`config.mk`:
```
export PLATFORM = sky130hd
export DESIGN_NAME = sorted_alarm_queue
export DESIGN_NICKNAME = d
export VERILOG_FILES = /design/src/hdl/saq_pkg.sv /design/src/hdl/sorted_alarm_queue.sv /design/src/hdl/saq_cell.sv /design/src/hdl/saq_hms.sv
export SDC_FILE = /design/constraint.sdc
export NUM_CORES = 2
export LEC_CHECK = 0
export BUFFER_PORTS_ARGS = -buffer_cell sky130_fd_sc_hd__buf_2
export CORE_MARGIN = 2
export CORE_UTILIZATION = 40
export DETAILED_ROUTE_END_ITERATION = 8
export PLACE_DENSITY = 0.63
export SKIP_LAST_GASP = 1
export SYNTH_ARGS = -nofsm -noshare
export SYNTH_HDL_FRONTEND = slang
export SYNTH_SLANG_ARGS = --single-unit
```
`constraint.sdc`:
```
create_clock -name clk_i -period 10.8 [get_ports clk_i]
set_clock_uncertainty 0.15 [all_clocks]
set_input_delay 0.54 -clock clk_i [delete_from_list [all_inputs] [get_ports clk_i]]
set_output_delay 0.54 -clock clk_i [all_outputs]
set_load 0.01 [all_outputs]
```
`src/hdl/saq_pkg.sv`:
```
// Types and constants of the sorted alarm queue.
package saq_pkg;

  localparam int unsigned SLOTS_DEF = 16;
  localparam int unsigned TIME_W    = 32;
  localparam int unsigned HOURS_W   = 21;
  localparam int unsigned MS_W      = 6;
  localparam int unsigned CNT_OUT_W = 5;
  localparam int unsigned REM_W     = 12;

  // hours = ((t >> 4) * HOUR_RECIP) >> 36, exact for all 32-bit t
  localparam logic [28:0] HOUR_RECIP = 29'd305419897;
  localparam logic [11:0] SEC_PER_HOUR = 12'd3600;
  // minutes = ((rem >> 2) * MIN_RECIP) >> 14, exact for rem < 3600
  localparam logic [10:0] MIN_RECIP = 11'd1093;
  localparam logic [5:0]  SEC_PER_MIN = 6'd60;

  typedef enum logic [2:0] {
    ST_INSERTED = 3'd0,
    ST_ZERO_REJ = 3'd1,
    ST_FULL_REJ = 3'd2,
    ST_FIRED    = 3'd3,
    ST_NOT_DUE  = 3'd4
  } status_e;

  typedef enum logic {
    REQ_INSERT = 1'b0,
    REQ_TICK   = 1'b1
  } req_e;

  // broadcast to every cell
  typedef struct packed {
    logic              ins;
    logic              pop;
    logic [TIME_W-1:0] t;
  } cell_cmd_t;

  // what a cell shows its neighbors
  typedef struct packed {
    logic              take;
    logic [TIME_W-1:0] value;
  } cell_link_t;

  // result fields riding along the h:m:s pipeline
  typedef struct packed {
    status_e              status;
    logic                 fired;
    logic [CNT_OUT_W-1:0] count;
    logic                 evalid;
  } res_info_t;

endpackage

```
`src/hdl/sorted_alarm_queue.sv`:
```
// Top level of the sorted alarm queue: cell chain, count and result pipeline.
//
// Usage:
//   A request is transferred when start_i is high and busy_o is low; busy_o
//   is always low, so a request can be given in every cycle.
//   req_type_i = insert: time_value_i is stored in ascending order, ahead of
//   any equal time already held. Zero is rejected, as is an insert when all
//   ALARM_SLOTS slots are held.
//   req_type_i = tick: time_value_i is the current time; the earliest alarm
//   is removed and fired_o raised when it is due (now >= alarm).
//   Each request yields one result, shown for exactly one cycle with done_o
//   high, after the transfer has passed the cell chain register and the
//   three h:m:s pipeline stages (hour multiply, remainder, minute multiply).
//   Results come out in request order, one per cycle at most. The receiver
//   cannot hold them off and has no stall input.
//   Every slot is one cell comparing against the broadcast time and shifting
//   to its neighbor, so insert and remove both act on all slots at once,
//   whatever the fill level.
//   Reset clears the count and the valid flags of the result pipeline; slot contents are not
//   cleared and are only read below the count.
module sorted_alarm_queue
  import saq_pkg::*;
#(
  parameter int unsigned ALARM_SLOTS = SLOTS_DEF
) (
  input  logic               clk_i,
  input  logic               rst_ni,
  input  logic               start_i,
  output logic               busy_o,
  input  logic               req_type_i,
  input  logic [TIME_W-1:0]  time_value_i,
  output logic               done_o,
  output logic [2:0]         status_o,
  output logic               fired_o,
  output logic [4:0]         held_count_o,
  output logic               earliest_valid_o,
  output logic [HOURS_W-1:0] earliest_hours_o,
  output logic [MS_W-1:0]    earliest_minutes_o,
  output logic [MS_W-1:0]    earliest_seconds_o
);

  localparam int unsigned CNT_W = $clog2(ALARM_SLOTS + 1);

  logic [CNT_W-1:0] count_q, count_d;
  logic             accept, is_tick, full, zero_t, due;
  status_e          status_d;
  cell_cmd_t        cmd;
  cell_link_t       link [ALARM_SLOTS];

  logic             s1_vld_q;
  status_e          s1_status_q;
  logic             s1_fired_q;
  res_info_t        hms_info_in, hms_info_out;
  logic [TIME_W-1:0] head_secs;

  assign busy_o = 1'b0;
  assign accept = start_i && !busy_o;

  assign is_tick = (req_type_i == REQ_TICK);
  assign full    = (count_q == CNT_W'(ALARM_SLOTS));
  assign zero_t  = (time_value_i == '0);
  // head cell holds the earliest alarm
  assign due     = (count_q != '0) && (time_value_i >= link[0].value);

  assign cmd.ins = accept && !is_tick && !zero_t && !full;
  assign cmd.pop = accept && is_tick && due;
  assign cmd.t   = time_value_i;

  always_comb begin
    count_d = count_q;
    priority if (cmd.ins) begin
      count_d = count_q + CNT_W'(1);
    end else if (cmd.pop) begin
      count_d = count_q - CNT_W'(1);
    end
  end

  always_comb begin
    priority if (is_tick) begin
      status_d = due ? ST_FIRED : ST_NOT_DUE;
    end else if (zero_t) begin
      status_d = ST_ZERO_REJ;
    end else if (full) begin
      status_d = ST_FULL_REJ;
    end else begin
      status_d = ST_INSERTED;
    end
  end

  // the chain: cell 0 is the earliest alarm
  for (genvar i = 0; i < ALARM_SLOTS; i++) begin : g_cell
    cell_link_t        left;
    logic [TIME_W-1:0] right_value;
    logic              slot_valid;

    assign slot_valid = (count_q > CNT_W'(i));

    if (i == 0) begin : g_first
      assign left.take  = 1'b0;
      assign left.value = '0;
    end else begin : g_mid
      assign left = link[i-1];
    end

    if (i == ALARM_SLOTS - 1) begin : g_last
      assign right_value = '0;
    end else begin : g_inner
      assign right_value = link[i+1].value;
    end

    saq_cell u_cell (
      .clk_i         (clk_i),
      .cmd_i         (cmd),
      .valid_i       (slot_valid),
      .left_i        (left),
      .right_value_i (right_value),
      .link_o        (link[i])
    );
  end

  always_ff @(posedge clk_i or negedge rst_ni) begin
    if (!rst_ni) begin
      count_q  <= '0;
      s1_vld_q <= 1'b0;
    end else begin
      count_q  <= count_d;
      s1_vld_q <= accept;
    end
  end

  always_ff @(posedge clk_i) begin
    s1_status_q <= status_d;
    s1_fired_q  <= cmd.pop;
  end

  // after the chain update count_q and cell 0 already show the new state
  assign head_secs          = (count_q != '0) ? link[0].value : '0;
  assign hms_info_in.status = s1_status_q;
  assign hms_info_in.fired  = s1_fired_q;
  assign hms_info_in.count  = CNT_OUT_W'(count_q);
  assign hms_info_in.evalid = (count_q != '0);

  saq_hms u_hms (
    .clk_i     (clk_i),
    .rst_ni    (rst_ni),
    .vld_i     (s1_vld_q),
    .secs_i    (head_secs),
    .info_i    (hms_info_in),
    .vld_o     (done_o),
    .info_o    (hms_info_out),
    .hours_o   (earliest_hours_o),
    .minutes_o (earliest_minutes_o),
    .seconds_o (earliest_seconds_o)
  );

  assign status_o         = hms_info_out.status;
  assign fired_o          = hms_info_out.fired;
  assign held_count_o     = hms_info_out.count;
  assign earliest_valid_o = hms_info_out.evalid;

endmodule

```
`src/hdl/saq_cell.sv`:
```
// One slot of the sorted chain: compare against the new time, shift in or out.
module saq_cell
  import saq_pkg::*;
(
  input  logic              clk_i,
  input  cell_cmd_t         cmd_i,
  input  logic              valid_i,
  input  cell_link_t        left_i,
  input  logic [TIME_W-1:0] right_value_i,
  output cell_link_t        link_o
);

  logic [TIME_W-1:0] value_q, value_d;
  logic              take;

  // empty slots count as +infinity
  assign take = !valid_i || (value_q >= cmd_i.t);

  always_comb begin
    value_d = value_q;
    priority if (cmd_i.ins && take) begin
      value_d = left_i.take ? left_i.value : cmd_i.t;
    end else if (cmd_i.pop) begin
      value_d = right_value_i;
    end
  end

  always_ff @(posedge clk_i) begin
    value_q <= value_d;
  end

  assign link_o.take  = take;
  assign link_o.value = value_q;

endmodule

```
`src/hdl/saq_hms.sv`:
```
// Pipelined split of a seconds count into hours, minutes and seconds.
module saq_hms
  import saq_pkg::*;
(
  input  logic               clk_i,
  input  logic               rst_ni,
  input  logic               vld_i,
  input  logic [TIME_W-1:0]  secs_i,
  input  res_info_t          info_i,
  output logic               vld_o,
  output res_info_t          info_o,
  output logic [HOURS_W-1:0] hours_o,
  output logic [MS_W-1:0]    minutes_o,
  output logic [MS_W-1:0]    seconds_o
);

  logic [56:0]        hprod;
  logic [HOURS_W-1:0] a_hours_q;
  logic [REM_W-1:0]   a_lo_q;
  logic               a_vld_q;
  res_info_t          a_info_q;

  logic [HOURS_W-1:0] b_hours_q;
  logic [REM_W-1:0]   b_rem_q, b_rem_d;
  logic               b_vld_q;
  res_info_t          b_info_q;

  logic [20:0]        mprod;
  logic [MS_W-1:0]    c_min_d, c_sec_d;
  logic [REM_W-1:0]   min_sec;
  logic [MS_W-1:0]    c_min_q, c_sec_q;
  logic [HOURS_W-1:0] c_hours_q;
  logic               c_vld_q;
  res_info_t          c_info_q;

  // stage A: hours by reciprocal multiply
  assign hprod = 57'(secs_i[TIME_W-1:4]) * 57'(HOUR_RECIP);

  // stage B: remainder within the hour, low 12 bits suffice
  assign b_rem_d = a_lo_q - REM_W'(a_hours_q * SEC_PER_HOUR);

  // stage C: minutes by reciprocal multiply, seconds as what is left
  assign mprod   = 21'(b_rem_q[REM_W-1:2]) * 21'(MIN_RECIP);
  assign c_min_d = mprod[19:14];
  assign min_sec = REM_W'(c_min_d) * REM_W'(SEC_PER_MIN);
  assign c_sec_d = MS_W'(b_rem_q - min_sec);

  always_ff @(posedge clk_i or negedge rst_ni) begin
    if (!rst_ni) begin
      a_vld_q <= 1'b0;
      b_vld_q <= 1'b0;
      c_vld_q <= 1'b0;
    end else begin
      a_vld_q <= vld_i;
      b_vld_q <= a_vld_q;
      c_vld_q <= b_vld_q;
    end
  end

  always_ff @(posedge clk_i) begin
    a_hours_q <= hprod[56:36];
    a_lo_q    <= secs_i[REM_W-1:0];
    a_info_q  <= info_i;
    b_hours_q <= a_hours_q;
    b_rem_q   <= b_rem_d;
    b_info_q  <= a_info_q;
    c_hours_q <= b_hours_q;
    c_min_q   <= c_min_d;
    c_sec_q   <= c_sec_d;
    c_info_q  <= b_info_q;
  end

  assign vld_o     = c_vld_q;
  assign info_o    = c_info_q;
  assign hours_o   = c_hours_q;
  assign minutes_o = c_min_q;
  assign seconds_o = c_sec_q;

endmodule

```
Word-level counts from Yosys, hierarchy flattened
Index checks and enable logic that the tools add are counted.
{"block": "totals", "register_bits": 654, "wordCells": 215}
{"block": "op_classes", "addsub": 4, "n_mul": 4, "n_lt_le_gt_ge": 33, "n_eq_ne": 1, "muxes": 54, "n_reduce_logical": 76}
{"op": "2-to-1 mux 32 bit", "count": 48}
{"op": ">= comparator 32 bit", "count": 17}
{"op": "multiplier 28 x 29 -> 57 bit, second input constant", "count": 1}
{"op": "> comparator 5 x 4 -> 1 bit, second input constant", "count": 8}
{"op": "nonzero test 2 bit", "count": 17}
{"op": "zero test 32 bit", "count": 1}
{"op": "logical AND 1 bit", "count": 22}
{"op": "multiplier 21 x 8 -> 8 bit, second input constant", "count": 1}
{"op": "> comparator 5 x 3 -> 1 bit, second input constant", "count": 4}
{"op": "multiplier 10 x 11 -> 20 bit, second input constant", "count": 1}
{"op": "zero test 1 bit", "count": 19}
{"op": "logical OR 1 bit", "count": 16}
{"op": "subtractor 12 bit", "count": 1}
{"op": "> comparator 5 x 1 -> 1 bit, second input constant", "count": 2}
{"op": "> comparator 5 x 2 -> 1 bit, second input constant", "count": 2}
{"op": "2-to-1 mux 5 bit", "count": 2}
{"op": "multiplier 6 x 4 -> 4 bit, second input constant", "count": 1}
{"op": "2-to-1 mux 3 bit", "count": 2}
{"op": "subtractor 6 bit", "count": 1}
{"op": "adder 5 x 1 -> 5 bit, second input constant", "count": 1}
{"op": "equality test 5 bit, second input constant", "count": 1}
{"op": "nonzero test 5 bit", "count": 1}
{"op": "subtractor 5 x 1 -> 5 bit, second input constant", "count": 1}
{"op": "2-to-1 mux 2 bit", "count": 2}

Longest topological paths before layout
{"block": "depth", "ltp_word": 6, "depth_mapped": 33, "depth_no_buf": 30}

Cells and area by module
A second synthesis with hierarchy kept.
{"block": "unflattened", "hier_cells": 5841, "area_unflattened_um2": 60327.9}
{"module": "saq_cell", "n_inst": 16, "cells_each": 251, "area_per_inst_um2": 2615.0}
{"module": "saq_hms", "n_inst": 1, "cells_each": 1582, "area_per_inst_um2": 16786.1}
{"module": "sorted_alarm_queue", "n_inst": 1, "cells_each": 243, "area_per_inst_um2": 1701.6}

Worst setup path before layout
Ideal clock, no wire load.
{"block": "synth_path", "path_kind": "reg-to-reg", "from": "register count_q[0]", "to": "register u_hms.a_hours_q[16]", "t_arrival_ns": 7.755, "t_required_ns": 10.578, "setup_slack_ns": 2.823, "stages_incl_launch_ff": 31, "path_buffers": 3, "path_cell_list": "dfrtp_1 > inv_1 > ha_1 > and2_1 > clkbuf_1 > inv_1 > clkbuf_1 > clkbuf_1 > nand2_1 > inv_1 > fa_1 > inv_1 > fa_1 > inv_1 > fa_1 > inv_1 > fa_1 > fa_1 > fa_1 > fa_1 > inv_1 > ha_1 > and3_1 > and2_1 > and3_1 > a311o_1 > a31oi_1 > o2111ai_1 > a221o_1 > a311oi_1 > xnor2_1"}
{"item": "start: declaration", "line": "sorted_alarm_queue.sv:44", "text": "logic [CNT_W-1:0] count_q, count_d;"}
{"item": "start signal: assignment", "line": "sorted_alarm_queue.sv:126", "text": "count_q <= count_d;"}
{"item": "end signal: assignment", "line": "saq_hms.sv:61", "text": "a_hours_q <= hprod[56:36];"}
{"item": "end: declaration", "line": "saq_hms.sv:18", "text": "logic [HOURS_W-1:0] a_hours_q;"}

Final worst setup path
{"block": "layout_path", "from": "register count_q[0]", "to": "register u_hms.a_hours_q[16]"}
{"block": "layout_between", "elab_chain_cells": 3}
{"item": "nonzero test 5 bit", "line": "sorted_alarm_queue.sv:137", "text": "assign head_secs = (count_q != '0) ? link[0].value : '0;"}
{"item": "2-to-1 mux 32 bit", "line": "sorted_alarm_queue.sv:137"}
{"item": "multiplier 28 x 29 -> 57 bit", "line": "saq_hms.sv:37", "text": "assign hprod = 57'(secs_i[TIME_W-1:4]) * 57'(HOUR_RECIP);"}
{"item": "via u_hms.hprod[52]", "line": "saq_hms.sv:17", "text": "logic [56:0] hprod;"}
The timed path passes the listed nets, and every way through them passes these cells.
A chain may end at the register's enable or synchronous reset.

==> results.json <==
{
  "setup_tns_ns": 0,
  "tightest_slew_ns": 1.073,
  "cp-start-kind": "register",
  "start_util_pct": 40.13,
  "grt_start_max_net_pins": 66,
  "grt_pass1_vias": 38852,
  "finalHoldViolCount": 0,
  "relSlewSlack_pct": 28.22,
  "syn_nets": 6426,
  "row_count": 136,
  "drive_gt1_share_pct": 9.329,
  "cp_num_buf_inv": 7,
  "final.min_clock_period_ns": 9.229,
  "die_h_um": 374.7,
  "cts_tree": "built",
  "drtAntennaViolNets": 0,
  "cp_data_arrival_time_ns": 9.69,
  "pre_cts_ws_ns": 1.570,
  "crit_family": "adder cells",
  "drt_pass1_iterations": 8,
  "core_area_um2": 137000,
  "synth_area_leaders": "edfxtp_1 (28%), ha_1 (20%), fa_1 (10%)",
  "synth_cell_types": 76,
  "cp_common_cell": "inv_1",
  "htree_num_levels": 3,
  "cts_setup_buffers": 0,
  "grt_antenna_before_repair": 14,
  "hold_path_class": "primary input to asynchronous set/reset pin",
  "avgSynthCellArea_um2": 10.55,
  "critPathCaptureType": "register",
  "synth_seq_cells": 654,
  "synthesis.area_um2": 54980,
  "syn2layout_area_growth_pct": 9.563,
  "place.port_buffers": 79,
  "status": "completed",
  "grt_overflow_total": 0,
  "fin_nets": 6467,
  "grt_first_pass_wirelength_mm": 228.0,
  "critPathMaxFanout": 21,
  "setup_viol": 0,
  "num_io_pins": 81,
  "finalWeightedCongestion": 0.9313,
  "yosysSeqAreaShare_pct": 33.22,
  "yosysWarnings": 0,
  "finalCritPeriodShare_pct": 85.45,
  "clk_latency_ns": 0.70,
  "synth-async-reset-ratio_pct": 1.376,
  "synth_top_area_share_pct": 27.97,
  "dieArea_um2": 140400,
  "cap_violations": 0,
  "synth_ff_type": "edfxtp_1",
  "wl_per_cell_um": 20.56,
  "fmax_mhz": 108.4,
  "slowest_delay_ns": 0.57,
  "numCtsBuffers": 80,
  "drc_errors": 0,
  "clock_path_buffers": 3,
  "track_usage_pct": 20.68,
  "synth_edf_count": 512,
  "fillerInstances": 12934,
  "dpl.hpwl_mm": 118.0,
  "syn-instance-count": 5213,
  "cp_data_required_time_ns": 11.26,
  "die_w_um": 374.7,
  "drt_wl_total_mm": 146.3,
  "report.final.slew_viol_count": 0,
  "r2r_setup_slack_ns": 1.57,
  "grt_setup_unrepaired": "no",
  "final_cell_mix": "ha_1 (900), inv_1 (561), edfxtp_1 (512), a21oi_1 (490), mux2i_1 (360)",
  "layout_commonest_cell": "ha_1",
  "via_count": 38346,
  "crit_path_top_delay_cell": "inv_1",
  "clock-sinks": 654,
  "clockRootBuffer": "clkbuf_16",
  "crit_type": "register to register",
  "setup_slack_ns": 1.571,
  "clkTransAtPathRegs_ns": 0.06,
  "drtIter0Drc": 2386,
  "synth_top_cell_by_area": "edfxtp_1",
  "drt-vias-per-instance": 5.389
}
## cell usage after synthesis, drive strengths merged (7+ instances only)
master and instances:
a2111oi 12, buf 48, a21oi 496, o211ai 17, fa 277, nand2b 36
a21o 172, nor3 23, o2111ai 9, ha 900, or2 7, o21a 25
nor2b 35, xnor2 31, o21bai 9, mux2i 360, dfrtp 9, nand4 78
xor2 22, clkbuf 167, and4 10, o21ai 261, nand3 45, nor2 335
nand2 257, and3 18, inv 562, nor4 18, and2 24, edfxtp 512
dfxtp 133, a221oi 9, a41oi 7, a31oi 46, mux2 155, a211o 9
a211oi 21
## worst paths after layout
kind | start | endpoint | cells past startpoint
worst min register to register | u_hms.b_rem_q[1] | u_hms.seconds_o[1] | 0
min in group clk_i | u_hms.b_rem_q[1] | u_hms.seconds_o[1] | 0
max in group asynchronous | rst_ni | u_hms.vld_o | 2
worst max register to register | count_q[0] | u_hms.a_hours_q[16] | 27
worst max-delay path | count_q[0] | u_hms.a_hours_q[16] | 27
worst min-delay path | rst_ni | count_q[0] | 2
## registers in the layout, summed over array words and instances, names as in the netlist, 3 cells and up
name                   count
u_hms.b_hours_q           21
u_hms.a_info_q            10
u_hms.info_o              10
u_hms.b_info_q            10
s1_status_q                3
count_q                    5
g_cell.u_cell.value_q    512
u_hms.minutes_o            6
u_hms.a_lo_q              12
u_hms.a_hours_q           21
u_hms.seconds_o            6
u_hms.b_rem_q             12
u_hms.hours_o             21
## metrics by stage
step	instance area (um2)	cells	hold slack [ns]	util, %
floorplan	54980	5213	0.09441	-
global placement	57570	6963	0.1617	42.03
global route	60230	7114	0.09693	43.97
CTS	60220	7111	0.03488	43.96
finish	60230	7116	0.07997	43.97
detailed placement	57570	6963	0.1621	42.03
## layer usage
metal | vias to the layer above | wire (um) | track usage [%]
met5 | - | 35 | 0
met4 | 6 | 4625 | 6.573
met3 | 202 | 5777 | 2.568
met2 | 786 | 68950 | 34.73
met1 | 18593 | 66880 | 27.66
li1 | 18759 | - | -
## cell families (layout without fill, tap and decap cells)
family | count (synthesis) | count (layout) | share of synthesized area, %
AND/OR/NAND/NOR | 903 | 903 | 7.517
other | 1 | 6 | 0.006821
buffers and inverters | 778 | 882 | 5.542
multiplexers | 515 | 515 | 10.12
XOR/XNOR | 53 | 53 | 0.8443
AO/OA/AOI/OAI | 1132 | 1132 | 12.18
flip-flops | 654 | 654 | 33.22
adder cells (fa/ha/maj) | 1177 | 1177 | 30.57
## cell type report
class | instances | area [um2] | share of cell area, %
Clock buffer | 109 | 2250 | 3.735
Tap cell | 1794 | 2245 | 3.727
Antenna cell | 5 | 12.51 | 0.02077
Sequential cell | 654 | 18260 | 30.32
Clock inverter | 36 | 371.6 | 0.6169
Multi-Input combinational cell | 3781 | 33860 | 56.22
Inverter | 563 | 2113 | 3.508
Timing Repair Buffer | 174 | 1116 | 1.853
## repair_timing
item                                   4_1_cts  5_1_grt
hold buffers                                 3        0
resized for setup                            0        0
endpoints found under the hold margin       12        0
Power is not shown: default switching activity piles up to over one toggle a cycle in this logic, so the estimate is an artifact.
